## src/rtl/kmp_pkg.sv

```systemverilog
package kmp_pkg;

    localparam int TEXT_W            = 8;
    localparam int LEN_W             = 4;
    localparam int START_W           = 32;
    localparam int CFG_DATA_W        = 64;
    localparam int CFG_INDEX_W       = 1;
    localparam int PATTERN_MAX_DEF   = 8;
    localparam int POSITION_BITS_DEF = 32;

    localparam logic [LEN_W-1:0] LEN_RESET = LEN_W'(1);

    // configuration register indexes
    localparam logic [CFG_INDEX_W-1:0] REG_PATTERN_BYTES  = 1'b0;
    localparam logic [CFG_INDEX_W-1:0] REG_PATTERN_LENGTH = 1'b1;

    // control shared by every cell of the chain
    typedef struct packed {
        logic advance;   // a text byte is taken this cycle
        logic flush;     // pattern change, partial matches are dropped
        logic load_pat;  // pattern bytes written this cycle
    } cell_ctrl_t;

endpackage

```

## src/rtl/kmp_if.sv

```systemverilog
interface kmp_text_if;
    logic       valid;
    logic       ready;
    logic [7:0] text_byte;
    logic       first_of_text;

    modport source (output valid, output text_byte, output first_of_text, input ready);
    modport sink   (input valid, input text_byte, input first_of_text, output ready);
endinterface

interface kmp_result_if;
    logic        valid;
    logic        ready;
    logic        match_found;
    logic [31:0] match_start;

    modport source (output valid, output match_found, output match_start, input ready);
    modport sink   (input valid, input match_found, input match_start, output ready);
endinterface

```

## src/rtl/kmp_cell.sv

```systemverilog
module kmp_cell (
    input  logic                      clk,
    input  logic                      rst_n,
    input  kmp_pkg::cell_ctrl_t       ctrl,
    input  logic [kmp_pkg::TEXT_W-1:0] pat_load,
    input  logic [kmp_pkg::TEXT_W-1:0] text_byte,
    input  logic                      prev_hit,
    output logic                      hit_new,
    output logic                      hit
);
    import kmp_pkg::*;

    logic [TEXT_W-1:0] pat_reg;
    logic [TEXT_W-1:0] pat_next;
    logic              hit_reg;
    logic              hit_next;

    // prefix up to this cell matches the text ending at the current byte
    assign hit_new = prev_hit && (pat_reg == text_byte);

    always_comb
    begin
        pat_next = ctrl.load_pat ? pat_load : pat_reg;
        if (ctrl.flush)
        begin
            hit_next = 1'b0;
        end
        else if (ctrl.advance)
        begin
            hit_next = hit_new;
        end
        else
        begin
            hit_next = hit_reg;
        end
    end

    always_ff @(posedge clk or negedge rst_n)
    begin
        if (!rst_n)
        begin
            pat_reg <= '0;
            hit_reg <= 1'b0;
        end
        else
        begin
            pat_reg <= pat_next;
            hit_reg <= hit_next;
        end
    end

    assign hit = hit_reg;

endmodule

```

## src/rtl/kmp_substring_matcher_core.sv

```systemverilog
// channel  | dir | transaction payload            | accepted when
// ---------+-----+--------------------------------+--------------------------
// text     | in  | text_byte, first_of_text       | text.valid && text.ready
// result   | out | match_found, match_start       | result.valid && result.ready
// cfg      | in  | cfg_index, cfg_data            | cfg_write
//
// one text byte per cycle unless a held result stalls, one registered result per text
// transaction; the rate is set by the single compare step of the cell chain
// reset clears the cell chain, position counter and result valid, pattern
// bytes to zero and length to one
// a stalled result holds; a new byte is taken in the same cycle the held
// result leaves
module kmp_substring_matcher_core #(
    parameter int PATTERN_MAX   = kmp_pkg::PATTERN_MAX_DEF,
    parameter int POSITION_BITS = kmp_pkg::POSITION_BITS_DEF
) (
    input  logic                           clk,
    input  logic                           rst_n,
    input  logic                           cfg_write,
    input  logic [kmp_pkg::CFG_INDEX_W-1:0] cfg_index,
    input  logic [kmp_pkg::CFG_DATA_W-1:0]  cfg_data,
    kmp_text_if.sink                       text,
    kmp_result_if.source                   result
);
    import kmp_pkg::*;

    localparam int IDX_W   = (PATTERN_MAX > 1) ? $clog2(PATTERN_MAX) : 1;
    localparam int EXT_W   = (POSITION_BITS > START_W) ? POSITION_BITS : START_W;
    localparam int PAT_W   = PATTERN_MAX * TEXT_W;

    // configuration decode
    logic              wr_pattern;
    logic              wr_length;
    logic [LEN_W-1:0]  len_reg;
    logic [LEN_W-1:0]  len_next;
    logic [LEN_W-1:0]  len_eff;
    logic [IDX_W-1:0]  last_idx;

    always_comb
    begin
        wr_pattern = 1'b0;
        wr_length  = 1'b0;
        unique case (cfg_index)
            REG_PATTERN_BYTES:  wr_pattern = cfg_write;
            REG_PATTERN_LENGTH: wr_length  = cfg_write;
            default:            ;
        endcase
    end

    assign len_next = wr_length ? cfg_data[LEN_W-1:0] : len_reg;

    // length zero acts as one, anything above the cell count as the cell count
    always_comb
    begin
        if (len_reg == '0)
        begin
            len_eff = LEN_W'(1);
        end
        else if (len_reg > LEN_W'(PATTERN_MAX))
        begin
            len_eff = LEN_W'(PATTERN_MAX);
        end
        else
        begin
            len_eff = len_reg;
        end
    end

    assign last_idx = IDX_W'(len_eff - LEN_W'(1));

    // handshake: the result register frees up in the cycle it is drained
    logic accept;
    logic out_valid_reg;
    logic out_valid_next;

    assign text.ready = !out_valid_reg || result.ready;
    assign accept     = text.valid && text.ready;

    // cell chain: cell i says pattern bytes 0..i end at the current byte
    cell_ctrl_t             ctrl;
    logic [PATTERN_MAX-1:0] hit;
    logic [PATTERN_MAX-1:0] hit_new;
    logic [PATTERN_MAX-1:0] prev_hit;
    logic [PATTERN_MAX:0]   chain_in;
    logic [PAT_W-1:0]       pat_load;

    assign ctrl.advance  = accept;
    assign ctrl.flush    = wr_pattern || wr_length;
    assign ctrl.load_pat = wr_pattern;
    assign pat_load      = cfg_data[PAT_W-1:0];

    // cell zero always sees an empty prefix as matched
    assign chain_in = {hit, 1'b1};

    // first_of_text drops partial matches before this byte is compared
    always_comb
    begin
        prev_hit = chain_in[PATTERN_MAX-1:0];
        if (text.first_of_text)
        begin
            prev_hit = PATTERN_MAX'(1);
        end
    end

    genvar gi;
    generate
        for (gi = 0; gi < PATTERN_MAX; gi++)
        begin : g_cell
            kmp_cell u_cell (
                .clk       (clk),
                .rst_n     (rst_n),
                .ctrl      (ctrl),
                .pat_load  (pat_load[gi*TEXT_W +: TEXT_W]),
                .text_byte (text.text_byte),
                .prev_hit  (prev_hit[gi]),
                .hit_new   (hit_new[gi]),
                .hit       (hit[gi])
            );
        end
    endgenerate

    // position of the current byte, saturating at all ones
    logic [POSITION_BITS-1:0] pos_reg;
    logic [POSITION_BITS-1:0] pos_next;
    logic [POSITION_BITS-1:0] pos_now;

    assign pos_now = text.first_of_text ? '0 : pos_reg;

    always_comb
    begin
        pos_next = pos_reg;
        if (accept)
        begin
            pos_next = (pos_now == '1) ? pos_now : pos_now + POSITION_BITS'(1);
        end
    end

    // match start is the current position less the pattern length plus one
    logic                     match_now;
    logic [POSITION_BITS-1:0] start_pos;
    logic [EXT_W-1:0]         start_ext;

    assign match_now = hit_new[last_idx];

    always_comb
    begin
        start_pos = '0;
        if (match_now && (pos_now >= POSITION_BITS'(last_idx)))
        begin
            start_pos = pos_now - POSITION_BITS'(last_idx);
        end
    end

    assign start_ext = EXT_W'(start_pos);

    // result register
    logic               found_reg;
    logic               found_next;
    logic [START_W-1:0] start_reg;
    logic [START_W-1:0] start_next;

    always_comb
    begin
        out_valid_next = out_valid_reg;
        found_next     = found_reg;
        start_next     = start_reg;
        if (accept)
        begin
            out_valid_next = 1'b1;
            found_next     = match_now;
            start_next     = start_ext[START_W-1:0];
        end
        else if (result.ready)
        begin
            out_valid_next = 1'b0;
        end
    end

    always_ff @(posedge clk or negedge rst_n)
    begin
        if (!rst_n)
        begin
            len_reg       <= LEN_RESET;
            pos_reg       <= '0;
            out_valid_reg <= 1'b0;
        end
        else
        begin
            len_reg       <= len_next;
            pos_reg       <= pos_next;
            out_valid_reg <= out_valid_next;
        end
    end

    always_ff @(posedge clk)
    begin
        found_reg <= found_next;
        start_reg <= start_next;
    end

    assign result.valid       = out_valid_reg;
    assign result.match_found = found_reg;
    assign result.match_start = start_reg;

`ifndef SYNTHESIS
    // a pattern change leaves no partial match behind
    a_flush_clears: assert property (@(posedge clk) disable iff (!rst_n)
        (wr_pattern || wr_length) |=> (hit == '0))
        else $error("cell chain not cleared after pattern change");

    // a restarted text puts the next byte at position one
    a_restart_pos: assert property (@(posedge clk) disable iff (!rst_n)
        (accept && text.first_of_text && !ctrl.flush) |=> (pos_reg == POSITION_BITS'(1)))
        else $error("position not restarted");

    // every text transaction leaves a result waiting
    a_result_follows: assert property (@(posedge clk) disable iff (!rst_n)
        accept |=> out_valid_reg)
        else $error("text transaction produced no result");
`endif

endmodule

```

## src/flat_wrapper.sv

```systemverilog
// flat-port wrapper written by rule: the top's interface ports become plain ports
module kmp_substring_matcher_core_flat import kmp_pkg::*;
#(
    parameter int PATTERN_MAX   = kmp_pkg::PATTERN_MAX_DEF,
    parameter int POSITION_BITS = kmp_pkg::POSITION_BITS_DEF
)
  (clk, rst_n, cfg_write, cfg_index, cfg_data, text_valid, text_text_byte, text_first_of_text, text_ready, result_valid, result_match_found, result_match_start, result_ready);
  kmp_text_if text_i ();
  kmp_result_if result_i ();
  input  logic clk;
  input  logic rst_n;
  input  logic cfg_write;
  input  logic [kmp_pkg::CFG_INDEX_W-1:0] cfg_index;
  input  logic [kmp_pkg::CFG_DATA_W-1:0] cfg_data;
  input wire logic [$bits(text_i.valid)-1:0] text_valid;
  input wire logic [$bits(text_i.text_byte)-1:0] text_text_byte;
  input wire logic [$bits(text_i.first_of_text)-1:0] text_first_of_text;
  output wire logic [$bits(text_i.ready)-1:0] text_ready;
  output wire logic [$bits(result_i.valid)-1:0] result_valid;
  output wire logic [$bits(result_i.match_found)-1:0] result_match_found;
  output wire logic [$bits(result_i.match_start)-1:0] result_match_start;
  input wire logic [$bits(result_i.ready)-1:0] result_ready;
  assign text_i.valid = text_valid;
  assign text_i.text_byte = text_text_byte;
  assign text_i.first_of_text = text_first_of_text;
  assign text_ready = text_i.ready;
  assign result_valid = result_i.valid;
  assign result_match_found = result_i.match_found;
  assign result_match_start = result_i.match_start;
  assign result_i.ready = result_ready;
  kmp_substring_matcher_core #(.PATTERN_MAX(PATTERN_MAX), .POSITION_BITS(POSITION_BITS)) u_core (.clk(clk), .rst_n(rst_n), .cfg_write(cfg_write), .cfg_index(cfg_index), .cfg_data(cfg_data), .text(text_i), .result(result_i));
endmodule
```

## config.mk

```make
export PLATFORM = sky130hd
export DESIGN_NAME = kmp_substring_matcher_core_flat
export DESIGN_NICKNAME = d
export VERILOG_FILES = /design/src/rtl/kmp_pkg.sv /design/src/rtl/kmp_if.sv /design/src/rtl/kmp_cell.sv /design/src/rtl/kmp_substring_matcher_core.sv /design/src/flat_wrapper.sv
export SDC_FILE = /design/constraint.sdc
export NUM_CORES = 1
export LEC_CHECK = 0
export BUFFER_PORTS_ARGS = -buffer_cell sky130_fd_sc_hd__buf_2
export CAP_MARGIN = 20
export CORE_MARGIN = 5
export CORE_UTILIZATION = 52
export DETAILED_ROUTE_END_ITERATION = 8
export PLACE_DENSITY_LB_ADDON = 0.3
export SYNTH_ARGS = -nofsm -noshare
export SYNTH_HDL_FRONTEND = slang
export SYNTH_SLANG_ARGS = --single-unit
export TNS_END_PERCENT = 20
```

## constraint.sdc

```tcl
create_clock -name clk -period 2.9 [get_ports clk]
set_input_delay 0.29 -clock clk [delete_from_list [all_inputs] [get_ports clk]]
set_output_delay 0.29 -clock clk [all_outputs]
set_load 0.03 [all_outputs]
```

==> results of run 1 <==
[per-layer routing]
metal | wire [µm] | vias up
li1 | - | 3058
met1 | 8640 | 3123
met2 | 10100 | 262
met3 | 1370 | 49
met4 | 628 | 4
met5 | 14 | -
[worst register-to-register path, stage by stage, from the launching register on]
cell	delay, ns
dfstp_2	0.54
o21bai_2	0.11
ha_4	0.25
fa_1	0.45
a21oi_2	0.26
o21ai_2	0.19
or4_1	0.50
a32oi_1	0.20
nor3_1	0.06
[stage by stage]
step	total power, W	utilization [%]	hold slack, ns
6_report	0.00666	63.5	0.0710
3_3_place_gp	0.00439	59.1	0.383
5_1_grt	0.00699	63.5	0.0650
3_5_place_dp	0.00443	59.1	0.379
2_1_floorplan	0.00380	-	-0.00559
4_1_cts	0.00666	63.2	0.0507
[cells in the final DEF, fill, tap and decap left out, types with 4 or more instances in the layout]
cell	instances
dfrtp_1	107
and4_1	4
edfxtp_1	33
and2_1	4
a31oi_1	5
o31ai_1	4
or3_1	7
nand3_1	24
or4_1	10
nor2_1	45
a221o_1	6
buf_2	112
o211ai_1	8
a21oi_1	29
clkbuf_16	19
inv_6	4
inv_1	15
buf_4	43
nor3_1	45
mux2_2	69
xnor2_1	33
and3_1	7
nor4_1	25
nand2b_1	9
clkinv_4	4
nor4b_1	4
a211oi_1	4
xor2_1	52
a32oi_1	4
nand4_1	16
nor2b_1	12
o21ai_0	21
nand2_1	52
[cell families (layout without fill, tap and decap cells)]
kind of cell,count (synthesis),count (layout)
fa+ha+maj,6,6
xor+xnor,86,86
mux,71,71
simple gates,285,285
flops,141,141
buf+inv,69,207
compound gates,108,108
[final timing paths]
check                      depth (start not counted)                                  to                         from
setup / recovery                                   8       u_core.result.match_start[22]            u_core.len_reg[0]
hold reg to reg                                    2         u_core.g_cell[1].u_cell.hit  u_core.g_cell[1].u_cell.hit
max in group asynchronous                          3  u_core.g_cell[5].u_cell.pat_reg[2]                        rst_n
hold / removal                                     2                 u_core.result.valid                   text_valid
min in group asynchronous                          2                  u_core.pos_reg[18]                        rst_n
setup reg to reg                                   8       u_core.result.match_start[22]            u_core.len_reg[0]
[report_power, final]
| part | internal (W) | switching [W] |
|---|---|---|
| clock | 0.00132 | 0.000894 |
| combinational | 0.000819 | 0.00114 |
| sequential | 0.00233 | 0.000161 |
| total | 0.00447 | 0.00219 |
[layout make-up]
type                       count  area (µm²)  area share, %
multi-input combinational    556        4030           42.1
sequential                   141        3690           38.6
timing repair buffer         159         953           9.95
clock buffer                  20         489           5.11
tap                          188         235           2.45
clock inverter                12         120           1.25
inverter                      16        60.1          0.627
[timing repair]
item | 4_1_cts | 5_1_grt
gates resized for setup | 2 | 4
pin swaps | 0 | 1
buffers inserted | 0 | 1
setup endpoints to repair | 1 | 8
endpoints found under the hold margin | 46 | 0
hold buffers | 1 | 0
==> results.json, run 1 <==
{
  "portBuffers": 113,
  "place_area_um2": 8920,
  "cp_slowest_cell": "dfstp_2",
  "synth_top_cell_by_area": "dfrtp_1",
  "drt-vias-per-instance": 5.95,
  "pre_cts_slack_ns": -0.00250,
  "synthAdderAreaFrac_pct": 1.04,
  "powerDensity_nw_per_um2": 695,
  "ir_drop_uv": 463,
  "nFillCells": 1241,
  "num_rows": 45,
  "tightest_slew_ns": 0.719,
  "start_util_pct": 52.7,
  "path_buf_inv": 0,
  "synth_edf_count": 33,
  "clk_pin_slew_ns": 0.06,
  "skew_ns": 0.0119,
  "synth_top_area_share_pct": 33.7,
  "die_width_um": 134,
  "synth-simple-area-share_pct": 19.6,
  "dp_cells": 1058,
  "met1_usage_pct": 30.7,
  "ys.flop_type": "dfrtp_1",
  "synthMuxAreaShare_pct": 10.0,
  "drc": 0,
  "worst_ep_required_time_ns": 3.07,
  "first_iter_violations": 618,
  "period_minus_slack_ns": 2.81,
  "cts_tree": "yes",
  "dieArea_um2": 17900,
  "setup_slack_ns": 0.0883,
  "outcome": "completed",
  "grtUsageMet3_pct": 5.29,
  "grt-busiest-layer": "met2",
  "gp_congestion": 0.918,
  "synth_compound_gate_area_share_pct": 9.22,
  "ys_types": 67,
  "syn_to_final_growth_pct": 20.5,
  "clk_path_buf_depth": 2,
  "num_vias": 6496,
  "p_leak_nw": 4.02,
  "crit_type": "reg2reg",
  "maxSlewHeadroom_pct": 51.6,
  "cts_made_buffers": 17,
  "grt_pass1_wl_um": 33300,
  "drt_wl_total_um": 20700,
  "synth_fp_nets": 851,
  "grt_usage_pct": 23.7,
  "hold_path.class": "in2reg",
  "cts_num_sinks": 141,
  "dieHeight_um": 134,
  "grtUsageMet2_pct": 38.6,
  "clock_latency_ns": 0.43,
  "synth_top_family_by_area": "simple AND/OR/NAND/NOR gates",
  "synthArstFlopShare_pct": 76.6,
  "hpwl_um": 15000,
  "fin_crit_sh_pct": 97.0,
  "slowest_delay_ns": 0.54,
  "slew_violations": 0,
  "core_region_area_um2": 15100,
  "crit_family": "compound AO/OA/AOI/OAI gates",
  "r2r_slack_ns": 0.09,
  "syn-mean-instance-area_um2": 10.4,
  "finalSetupViolCount": 0,
  "htreeDepth": 4,
  "ys_seq_area_share_pct": 46.5,
  "synth_commonest_cells": "dfrtp_1, mux2_2, nand2_1, xor2_1",
  "cp_cell_sequence": "o21bai_2, ha_4, fa_1, a21oi_2, o21ai_2, or4_1, a32oi_1, nor3_1",
  "critPathArrivalTime_ns": 2.98,
  "grt-ovfl-total": 0,
  "n_antenna_cell": 0,
  "synth-warning-count": 0,
  "synthXorXnorAreaFrac_pct": 9.47,
  "yosys.cell_count.top_type": "dfrtp_1",
  "cp_max_fo": 8,
  "synth.cell_area_um2": 7950,
  "first_pass_iters": 5,
  "drtAntennaViolNets": 0,
  "grt_max_degree": 56,
  "antenna_found_initial": 2,
  "cap_violations": 0,
  "start_kind": "flip-flop",
  "io_pins": 114,
  "largest_register_ff_count": 64,
  "end_kind": "flip-flop",
  "synth.area.top_cells": "dfrtp_1, edfxtp_1, mux2_2",
  "fin_tns_setup_ns": 0,
  "stdcell_area_um2": 9580,
  "fin_nets": 976,
  "root_buffer": "clkbuf_16",
  "drive_above_1_share_pct": 31.4,
  "finalHoldViolations": 0,
  "post_drt_wl_per_cell_um": 19.0,
  "max_freq_ghz": 0.356,
  "grt_pass1_vias": 6337,
  "rsz0062_at_grt": "yes",
  "synthCells": 766,
  "ys_ff_latch": 141,
  "final_cells": 1092
}
(Power assumes the default switching activity.)
==> run 2, diff against run 1 <==
- PLACE_DENSITY: not set -> 0.83
- PLACE_DENSITY_LB_ADDON: 0.3 -> not set
==> results.json, run 2 (same netlist as run 1, synthesis figures left out) <==
{
  "first_iter_violations": 669,
  "syn_to_final_growth_pct": 20.9,
  "largest_register_ff_count": 64,
  "hold_path.class": "in2reg",
  "grt_pass1_wl_um": 34600,
  "min_from": "text_valid",
  "fin_crit_sh_pct": 96.4,
  "cts_made_buffers": 17,
  "finalHoldViolations": 0,
  "grt_usage_pct": 24.6,
  "grtUsageMet3_pct": 5.97,
  "finalSetupViolCount": 0,
  "slew_violations": 0,
  "grt_max_degree": 67,
  "max_freq_ghz": 0.358,
  "place_area_um2": 8900,
  "skew_ns": 0.0112,
  "root_buffer": "clkbuf_16",
  "end_kind": "flip-flop",
  "outcome": "completed",
  "antenna_found_initial": 1,
  "r2r_slack_ns": 0.11,
  "cts_num_sinks": 141,
  "num_rows": 45,
  "hpwl_um": 15000,
  "final_cells": 1093,
  "stdcell_area_um2": 9610,
  "cap_violations": 0,
  "critPathArrivalTime_ns": 3.05,
  "p_leak_nw": 4.03,
  "htreeDepth": 4,
  "drt_wl_total_um": 21600,
  "period_minus_slack_ns": 2.79,
  "ir_drop_uv": 394,
  "dieHeight_um": 134,
  "dieArea_um2": 17900,
  "dp_cells": 1055,
  "crit_type": "reg2reg",
  "tightest_slew_ns": 1.09,
  "reg2reg_from": "u_core.g_cell[6].u_cell.pat_reg[7]",
  "clk_pin_slew_ns": 0.07,
  "powerDensity_nw_per_um2": 692,
  "start_util_pct": 52.7,
  "fin_util_pct": 63.7,
  "fin_nets": 977,
  "rsz0062_at_grt": "no",
  "hold_depth": 2,
  "final_cell_mix": "buf_2, dfrtp_1, mux2_2",
  "start_kind": "flip-flop",
  "drtAntennaViolNets": 0,
  "num_vias": 6666,
  "clock_latency_ns": 0.43,
  "cts_tree": "yes",
  "first_pass_iters": 6,
  "hold_end": "u_core.result.valid",
  "n_antenna_cell": 0,
  "clk_path_buf_depth": 2,
  "post_drt_wl_per_cell_um": 19.7,
  "met1_usage_pct": 30.7,
  "drc": 0,
  "grt-ovfl-total": 0,
  "layout_commonest_cell": "buf_2",
  "setup_slack_ns": 0.105,
  "portBuffers": 113,
  "gp_congestion": 0.957,
  "core_region_area_um2": 15100,
  "grt_pass1_vias": 6624,
  "io_pins": 114,
  "drive_above_1_share_pct": 32.0,
  "drt-vias-per-instance": 6.10,
  "grtUsageMet2_pct": 39.9,
  "die_width_um": 134,
  "worst_r2r_path_depth": 7,
  "maxSlewHeadroom_pct": 27.5,
  "cp_max_fo": 23,
  "grt-busiest-layer": "met2",
  "r2r-end": "u_core.result.match_start[29]",
  "pre_cts_slack_ns": -0.0125,
  "worst_ep_required_time_ns": 3.15
}
==> run 2: final cells by class <==
cell class                 instances  area (µm²)
sequential                       141        3690
fill                            1153        5480
timing repair buffer             160         961
tap                              188         235
clock inverter                    14         149
multi-input combinational        556        4070
inverter                          16        60.1
clock buffer                      18         439
==> run 2: routing by layer <==
| metal | wire (µm) | share of wire [%] | up-vias |
|---|---|---|---|
| li1 | - | - | 3070 |
| met1 | 8750 | 41 | 3182 |
| met2 | 10300 | 48 | 335 |
| met3 | 1640 | 7.6 | 77 |
| met4 | 820 | 3.8 | 2 |
| met5 | 13 | 0.060 | - |
==> run 2: per-stage QoR <==
step	total power, W	hold WS, ns	setup TNS (ns)
CTS	0.00657	0.0551	0
floorplan	0.00380	-0.00559	0
detailed placement	0.00439	0.443	-0.0125
global route	0.00697	0.0717	0
global placement	0.00433	0.443	0
finish	0.00665	0.0689	0
==> run 2: what timing repair did <==
item,4_1_cts,5_1_grt
setup endpoints to repair,1,13
hold endpoints to repair,51,0
resized for setup,1,17
pin swaps,0,11
hold buffers,1,0
buffers inserted,0,5
==> run 2: critical path, stage by stage, from the launching register on <==
cell and delay [ns]:
dfrtp_1 0.40, xor2_1 0.15, nor4_1 0.62, nand3_1 0.22
o211ai_1 0.31, o311ai_4 0.38, buf_4 0.30, nor3_1 0.23
==> run 2: power breakdown <==
| part | leakage [nW] | internal, W | switching (W) |
|---|---|---|---|
| Clock | 0.294 | 0.00124 | 0.000939 |
| Sequential | 1.67 | 0.00233 | 0.000167 |
| Combinational | 2.07 | 0.000820 | 0.00116 |
==> run 2: worst max path at each step <==
stage / start / endpoint / depth (start not counted)
global placement: u_core.len_reg[3] / u_core.result.match_start[19] / 10
floorplan: u_core.len_reg[0] / u_core.result.match_start[23] / 11
CTS: u_core.len_reg[3] / u_core.result.match_start[23] / 10
finish: u_core.g_cell[6].u_cell.pat_reg[7] / u_core.result.match_start[29] / 7
global route: u_core.len_reg[0] / u_core.result.match_start[23] / 10
detailed placement: u_core.len_reg[3] / u_core.result.match_start[19] / 10
